[config.mk]
export PLATFORM = sky130hd
export DESIGN_NAME = deadline_ordered_timer_queue
export DESIGN_NICKNAME = d
export VERILOG_FILES = /design/src/hw/rtl/dotq_pkg.sv /design/src/hw/rtl/deadline_ordered_timer_queue.sv
export SDC_FILE = /design/constraint.sdc
export NUM_CORES = 2
export LEC_CHECK = 0
export ABC_CLOCK_PERIOD_IN_PS = 12400
export BUFFER_PORTS_ARGS = -buffer_cell sky130_fd_sc_hd__buf_4
export CAP_MARGIN = 30
export CORE_MARGIN = 1
export CORE_UTILIZATION = 35
export CTS_BUF_LIST = sky130_fd_sc_hd__clkbuf_8
export CTS_CLUSTER_DIAMETER = 60
export DETAILED_ROUTE_END_ITERATION = 12
export GPL_TIMING_DRIVEN = 0
export PLACE_DENSITY = 0.48
export SETUP_SLACK_MARGIN = 0.2
export SYNTH_ARGS = -nofsm -noshare
export SYNTH_HDL_FRONTEND = slang
export SYNTH_SLANG_ARGS = --single-unit
export TNS_END_PERCENT = 100
[constraint.sdc]
create_clock -name clk -period 12.4 [get_ports clk]
set_clock_uncertainty 0.05 [all_clocks]
set_input_delay 0 -clock clk [delete_from_list [all_inputs] [get_ports clk]]
set_output_delay 0 -clock clk [all_outputs]
set_load 0.03 [all_outputs]
[src/hw/rtl/dotq_pkg.sv]
// Shared types and constants for the deadline ordered timer queue.
package dotq_pkg;

    localparam int CAPACITY_DEF = 16;

    localparam int SEQ_W  = 32;
    localparam int SEC_W  = 32;
    localparam int USEC_W = 20;
    localparam int MS_W   = 20;
    localparam int FILL_W = 5;
    localparam int STAT_W = 2;

    // now_usec + 1000 * timeout_ms stays below 2^30
    localparam int SUM_W  = 30;
    // quotient of that sum by one million stays below 2^11
    localparam int QUO_W  = 11;

    localparam logic [SUM_W-1:0] USEC_PER_SEC = SUM_W'(1000000);
    localparam logic [SUM_W-1:0] USEC_PER_MS  = SUM_W'(1000);

    // one million is 2^6 * 15625: shift out the 2^6, then multiply by a
    // reciprocal of 15625 scaled by 2^38 (exact for every 24 bit dividend)
    localparam int PRE_SHIFT   = 6;
    localparam int RECIP_W     = 25;
    localparam int RECIP_SHIFT = 38;
    localparam int PROD_W      = SUM_W - PRE_SHIFT + RECIP_W;
    localparam logic [RECIP_W-1:0] RECIP_15625 = RECIP_W'(17592187);

    localparam logic MODE_INSERT = 1'b0;
    localparam logic MODE_POP    = 1'b1;

    typedef enum logic [STAT_W-1:0] {
        STAT_OK    = 2'd0,
        STAT_EMPTY = 2'd1,
        STAT_FULL  = 2'd2
    } status_t;

    typedef enum logic [2:0] {
        ST_IDLE,
        ST_DIV,
        ST_INS,
        ST_SCAN,
        ST_PLACE,
        ST_POP,
        ST_RESP
    } state_t;

    typedef struct packed {
        logic [SEQ_W-1:0]  seq;
        logic [SEC_W-1:0]  sec;
        logic [USEC_W-1:0] usec;
    } entry_t;

    // strictly earlier deadline: seconds first, then microseconds
    function automatic logic earlier(entry_t a, entry_t b);
        logic res;
        if (a.sec != b.sec)
        begin
            res = (a.sec < b.sec);
        end
        else
        begin
            res = (a.usec < b.usec);
        end
        return res;
    endfunction

endpackage

[src/hw/rtl/deadline_ordered_timer_queue.sv]
// Deadline ordered timer queue: sorted store in one synchronous memory.
//
// Input channel (in_valid/in_ready) carries one request: mode 0 inserts a
// timer whose deadline is now + timeout_ms, mode 1 pops the earliest timer.
// Output channel (out_valid/out_ready) returns one result per request:
// status, the entry concerned, and the fill level afterwards.
// One request is worked at a time; in_ready is high only when idle, and the
// next request can be taken the cycle after a result is loaded.
// A pop reads the entry at the head of memory; a pop on empty goes straight to
// the result. An insert forms the sum, divides it by one million with the
// reciprocal, then decides: a full queue rejects it, else entries move up one
// by one to make room. Each moving entry costs one memory read and write.
// Entries sit in a ring addressed from a head pointer; pops only move the
// head. Reset clears the count and the head pointer; memory contents need
// no clearing. A stalled output holds its result; the block may work one
// further request, then waits until the output register is free.
module deadline_ordered_timer_queue
    import dotq_pkg::*;
#(
    parameter int CAPACITY = CAPACITY_DEF
)
(
    input  logic              clk,
    input  logic              rst_n,
    input  logic              in_valid,
    output logic              in_ready,
    input  logic              mode,
    input  logic [SEQ_W-1:0]  seq,
    input  logic [MS_W-1:0]   timeout_ms,
    input  logic [SEC_W-1:0]  now_sec,
    input  logic [USEC_W-1:0] now_usec,
    output logic              out_valid,
    input  logic              out_ready,
    output logic [STAT_W-1:0] status,
    output logic [SEQ_W-1:0]  out_seq,
    output logic [SEC_W-1:0]  out_sec,
    output logic [USEC_W-1:0] out_usec,
    output logic [FILL_W-1:0] fill
);

    localparam int IW = $clog2(CAPACITY);
    localparam int CW = $clog2(CAPACITY + 1);
    localparam int AW = CW + 1;

    state_t state_reg, state_next;

    logic [CW-1:0]   count_reg;
    logic [IW-1:0]   head_reg;
    logic [CW-1:0]   idx_reg;
    logic [SUM_W-1:0]  rem_reg;
    logic [QUO_W-1:0]  quo_reg;
    logic [SEQ_W-1:0]  seq_reg;
    logic [SEC_W-1:0]  nsec_reg;
    entry_t            new_reg;
    entry_t            res_reg;
    status_t           res_stat_reg;
    logic              out_valid_reg;
    status_t           status_reg;
    entry_t            out_reg;
    logic [FILL_W-1:0] fill_reg;

    entry_t            mem [CAPACITY];
    entry_t            rdata_reg;
    logic              mem_we;
    logic [IW-1:0]     mem_waddr;
    entry_t            mem_wdata;
    logic [IW-1:0]     mem_raddr;

    logic [PROD_W-1:0] div_prod;
    logic [SUM_W-1:0]  usec_rem;
    logic              new_first;

    // ring position of an offset from the head
    function automatic logic [IW-1:0] phys(logic [IW-1:0] h, logic [CW-1:0] off);
        logic [AW-1:0] s;
        s = AW'(h) + AW'(off);
        if (s >= AW'(CAPACITY))
        begin
            s = s - AW'(CAPACITY);
        end
        return s[IW-1:0];
    endfunction

    assign div_prod  = PROD_W'(rem_reg[SUM_W-1:PRE_SHIFT]) * PROD_W'(RECIP_15625);
    assign usec_rem  = rem_reg - SUM_W'(quo_reg) * USEC_PER_SEC;
    assign new_first = earlier(rdata_reg, new_reg);

    always_ff @(posedge clk)
    begin
        if (mem_we)
        begin
            mem[mem_waddr] <= mem_wdata;
        end
        rdata_reg <= mem[mem_raddr];
    end

    always_ff @(posedge clk or negedge rst_n)
    begin
        if (!rst_n)
        begin
            state_reg <= ST_IDLE;
        end
        else
        begin
            state_reg <= state_next;
        end
    end

    always_comb
    begin
        state_next = state_reg;
        mem_we     = 1'b0;
        mem_waddr  = head_reg;
        mem_wdata  = new_reg;
        mem_raddr  = head_reg;
        in_ready   = 1'b0;
        case (state_reg)
            ST_IDLE:
            begin
                in_ready = 1'b1;
                if (in_valid)
                begin
                    if (mode == MODE_POP)
                    begin
                        state_next = (count_reg == '0) ? ST_RESP : ST_POP;
                    end
                    else
                    begin
                        state_next = ST_DIV;
                    end
                end
            end
            ST_DIV:
            begin
                state_next = ST_INS;
            end
            ST_INS:
            begin
                mem_raddr = phys(head_reg, count_reg - CW'(1));
                if (count_reg >= CW'(CAPACITY))
                begin
                    state_next = ST_RESP;
                end
                else if (count_reg == '0)
                begin
                    state_next = ST_PLACE;
                end
                else
                begin
                    state_next = ST_SCAN;
                end
            end
            ST_SCAN:
            begin
                mem_we    = 1'b1;
                mem_waddr = phys(head_reg, idx_reg + CW'(1));
                mem_raddr = phys(head_reg, idx_reg - CW'(1));
                if (new_first)
                begin
                    state_next = ST_RESP;
                end
                else
                begin
                    mem_wdata = rdata_reg;
                    if (idx_reg == '0)
                    begin
                        state_next = ST_PLACE;
                    end
                end
            end
            ST_PLACE:
            begin
                mem_we     = 1'b1;
                state_next = ST_RESP;
            end
            ST_POP:
            begin
                state_next = ST_RESP;
            end
            ST_RESP:
            begin
                if (!out_valid_reg || out_ready)
                begin
                    state_next = ST_IDLE;
                end
            end
            default:
            begin
                state_next = ST_IDLE;
            end
        endcase
    end

    // control state
    always_ff @(posedge clk or negedge rst_n)
    begin
        if (!rst_n)
        begin
            count_reg     <= '0;
            head_reg      <= '0;
            out_valid_reg <= 1'b0;
        end
        else
        begin
            if (state_reg == ST_RESP && (!out_valid_reg || out_ready))
            begin
                out_valid_reg <= 1'b1;
            end
            else if (out_ready)
            begin
                out_valid_reg <= 1'b0;
            end
            case (state_reg)
                ST_SCAN:
                begin
                    if (new_first)
                    begin
                        count_reg <= count_reg + CW'(1);
                    end
                end
                ST_PLACE:
                begin
                    count_reg <= count_reg + CW'(1);
                end
                ST_POP:
                begin
                    count_reg <= count_reg - CW'(1);
                    head_reg  <= (head_reg == IW'(CAPACITY - 1)) ? '0 : head_reg + IW'(1);
                end
                default:
                begin
                end
            endcase
        end
    end

    // datapath
    always_ff @(posedge clk)
    begin
        case (state_reg)
            ST_IDLE:
            begin
                seq_reg  <= seq;
                nsec_reg <= now_sec;
                rem_reg  <= SUM_W'(now_usec) + SUM_W'(timeout_ms) * USEC_PER_MS;
                quo_reg  <= '0;
                res_reg      <= '0;
                res_stat_reg <= STAT_EMPTY;
            end
            ST_DIV:
            begin
                quo_reg <= div_prod[RECIP_SHIFT+QUO_W-1:RECIP_SHIFT];
            end
            ST_INS:
            begin
                new_reg.seq  <= seq_reg;
                new_reg.sec  <= nsec_reg + SEC_W'(quo_reg);
                new_reg.usec <= usec_rem[USEC_W-1:0];
                res_reg.seq  <= seq_reg;
                res_reg.sec  <= nsec_reg + SEC_W'(quo_reg);
                res_reg.usec <= usec_rem[USEC_W-1:0];
                idx_reg      <= count_reg - CW'(1);
                res_stat_reg <= (count_reg >= CW'(CAPACITY)) ? STAT_FULL : STAT_OK;
            end
            ST_SCAN:
            begin
                idx_reg <= idx_reg - CW'(1);
            end
            ST_POP:
            begin
                res_reg      <= rdata_reg;
                res_stat_reg <= STAT_OK;
            end
            ST_RESP:
            begin
                if (!out_valid_reg || out_ready)
                begin
                    status_reg <= res_stat_reg;
                    out_reg    <= res_reg;
                    fill_reg   <= FILL_W'(count_reg);
                end
            end
            default:
            begin
            end
        endcase
    end

    // the insert path writes new_reg, set in the decision cycle
    // (an insert into an empty queue lands at the head via ST_PLACE)
    assign out_valid = out_valid_reg;
    assign status    = status_reg;
    assign out_seq   = out_reg.seq;
    assign out_sec   = out_reg.sec;
    assign out_usec  = out_reg.usec;
    assign fill      = fill_reg;

    a_count_range: assert property (@(posedge clk) disable iff (!rst_n)
        count_reg <= CW'(CAPACITY))
        else $error("entry count beyond capacity");

    a_shift_room: assert property (@(posedge clk) disable iff (!rst_n)
        (state_reg == ST_SCAN || state_reg == ST_PLACE) |-> count_reg < CW'(CAPACITY))
        else $error("shift with a full queue");

    a_pop_nonempty: assert property (@(posedge clk) disable iff (!rst_n)
        state_reg == ST_POP |=> count_reg == $past(count_reg) - CW'(1))
        else $error("pop did not reduce count");

    a_status_code: assert property (@(posedge clk) disable iff (!rst_n)
        out_valid |-> (status == STAT_OK || status == STAT_EMPTY || status == STAT_FULL))
        else $error("bad status code");

endmodule
==> results.md <==
* FP Rows at 181
* CP arrival at 8.38 ns
* Largest net degree at the start of global routing at 49
* Most flops, register: mem
* Yosys reg bits at 1,812
* Post-Syn Nets at 6,962
* Main combinational cell family by area after synthesis: adder cells
* Mapped Avg Cell Area at 14.0 sq um
* Reg2reg end: quo_reg[9]$_SDFFCE_PN0P_
* Final setup vio count at 0
* CORE AREA at 244,000 sq um
* All-layer global routing usage at 0.202
* Drc violations at 0
* R2r startpoint: rem_reg[15]$_DFFE_PP_
* Setup TNS at 0 ns
* Worst skew pair latency at 1.06 ns
* Initial core utilization at 0.353
* Antenna violations before repair at 21
* Top_reg_cell synth: edfxtp_1
* Seq/Total Area, Yosys at 0.621
* Reg2reg setup slack at 4.74 ns
* Clock-pin slew on the worst setup and hold paths at 0.06 ns
* ANT nets after route at 0
* Routed length per instance at 24.0 um
* CTS buffer count at 324
* Largest area contributor in the netlist: edfxtp_1
* Most frequent CP cell: fa_1
* Yosys Warn Count at 0
* Layout area overhead at 17.7%
* Hold Slack at 0.0704 ns
* Post-synthesis mux area share at 0.0355
* Worst-margin pin slew at 0.944 ns
* Gr ovfl total at 0
* IO Port Bufs at 201
* Simple-gate share of the synthesized area at 0.0747
* Most common cell in the synthesized netlist: edfxtp_1
* Library cells used by synthesis at 80
* Class of the worst hold path: input port to register
* Top cells by count, synth: edfxtp_1 (1,715), nand2_1 (749), inv_1 (560)
* Endpoint class of the critical path: register
* Crit-path max FO at 7
* Synth top area share at 0.597
* Reg2reg path depth at 21
* H-tree levels at 5
* Adder-cell share of the synthesized area at 0.129
* RSZ-0062 raised after global routing: false
* Number of synthesized flops with an enable pin at 1,715
* Synth Area in Compound Gates at 0.0871
* Cells after Synth at 6,140
* Hpwl dp at 177,000 um
* Die area at 248,000 sq um
* Fin crit share at 0.618
* Final Hold Vio Count at 0
* TritonRoute pass-1 iters at 5
* Setup Slack @ Placement at 4.73 ns
* Root Buffer: clkbuf_8
* RePlAce Congestion at 0.838
* Worst Slack Setup Final at 4.74 ns
* Top cells by area, synth: edfxtp_1 (60%), fa_1 (6.8%), ha_1 (6.1%), nand2_1 (3.3%), a211oi_1 (3.0%)
* CP Class: register to register
* Status: finished clean
* CTS tree: yes
* Delay-heaviest family, CP: adder cells
* Max frequency at 130 MHz
* Die width at 498 um
* Post-Synthesis Cell Area at 86,200 sq um
* Max_cap viols at 0
* First-pass GRT wire length at 370,000 um
* Worst Hold Depth at 7
* CP peak stage delay at 0.74 ns
* Layout cells sized above 1 at 0.141
* Via Count at 52,800
* Required @ worst endpoint at 13.12 ns
* Drt total wl at 250,000 um
* Nets at 7,783
* Worst Hold End: rem_reg[29]$_DFFE_PP_
* Hold Crit Start: timeout_ms[17]
* Vias in the first global route at 53,700
* Setup crit start kind: register
* Largest register FFs at 1,344
* Min Tclk post-route at 7.66 ns
* XOR/XNOR Fraction of Synth Area at 0.0135
* CTS sink count at 1,812
* Fraction of registers with async set or reset after synthesis at 0.00717
* Max Slew Vio Count at 0
* Vias per cell at 5.07
* Slew Limit Headroom at 0.370
* Post-CTS Resized at 0
* Crit-path cells: fa_1 > inv_1 > fa_1 > inv_1 > fa_1 > fa_1 > fa_1 > fa_1 > inv_1 > fa_1 > inv_1 > ha_1 > and3_1 > a31oi_1 > o21a_1 > a21oi_1 > nor4_1 > nor3_1 > o31ai_1 > nand3_1 > nor3b_1
* Initial DRC Count at 4,212
* Die Height at 498 um
* Crit-path slowest cell: fa_1
* Layout Utilization at 0.416
* Clock buffer depth at 4
* I/O pin total at 202
* Buf+Inv Stages, Crit Path at 4
## logic make-up (layout without fill, tap and decap cells)
family | after synthesis | in the layout
mux | 176 | 176
xor+xnor | 132 | 132
flops | 1812 | 1812
fa+ha+maj | 713 | 713
buf+inv | 849 | 1904
simple gates | 1373 | 1373
other cells | 0 | 15
compound gates | 1085 | 1085
## metrics by stage
stage | area, sq um | cells
after floorplan | 86200 | 6140
after global placement | 91700 | 9543
after detailed placement | 93500 | 9633
after CTS | 101000 | 10400
after global routing | 101000 | 10400
final | 101000 | 10400
## cell type report
cell class	count	area (sq um)
clock buffer	354	4870
multi-input combinational	3479	29400
fill	22600	142000
clock inverter	206	1010
inverter	561	2110
tap	3202	4010
buffer	288	1310
antenna	15	37.5
timing repair buffer	495	5190
sequential	1812	53500
## cells in the final DEF (no fill, tap or decap), types with 83 or more instances in the layout
cell type / n
a211oi_1: 346
a21oi_1: 104
a22o_1: 83
a31oi_1: 352
and2_1: 342
buf_2: 86
buf_4: 214
clkbuf_1: 172
clkbuf_8: 354
dfxtp_1: 84
dlygate4sd3_1: 204
edfxtp_1: 1715
fa_1: 294
ha_1: 419
inv_1: 689
mux4_2: 84
nand2_1: 749
nor2_1: 85
## worst max-delay path by stage
stage / from / endpoint / slack (ns) / cells past startpoint
2_1_floorplan: state_reg[2]$_DFFE_PN0P_ / res_reg[0]$_DFFE_PP_ / 1.89 / 4
3_3_place_gp: state_reg[1]$_DFFE_PN0P_ / res_reg[60]$_DFFE_PP_ / -6.19 / 3
3_5_place_dp: rem_reg[15]$_DFFE_PP_ / quo_reg[9]$_SDFFCE_PN0P_ / 4.73 / 21
4_1_cts: rem_reg[15]$_DFFE_PP_ / quo_reg[9]$_SDFFCE_PN0P_ / 4.68 / 21
5_1_grt: rem_reg[15]$_DFFE_PP_ / quo_reg[9]$_SDFFCE_PN0P_ / 4.33 / 21
6_report: rem_reg[15]$_DFFE_PP_ / quo_reg[9]$_SDFFCE_PN0P_ / 4.74 / 21
## routing by layer
| metal | routed length [um] | GRT usage | vias up |
|---|---|---|---|
| li1 | - | - | 24200 |
| met1 | 121000 | 0.307 | 26700 |
| met2 | 109000 | 0.300 | 1533 |
| met3 | 15500 | 0.0323 | 343 |
| met4 | 4780 | 0.0471 | 0 |
| met5 | 0 | 0 | - |
## worst reg2reg max path: cells and delay by family, from the launching register on
kind | cells | cell delay [ns]
buf+inv | 4 | 0.35
flops | 1 | 0.70
simple gates | 5 | 1.30
fa+ha+maj | 8 | 4.17
compound gates | 4 | 0.85
## repair_timing
action | 4_1_cts | 5_1_grt
hold buffers | 204 | 0
hold endpoints to repair | 175 | 0
buffers inserted | 0 | 0
Power is not shown: default switching activity piles up to over one toggle a cycle in this logic, so the estimate is an artifact.
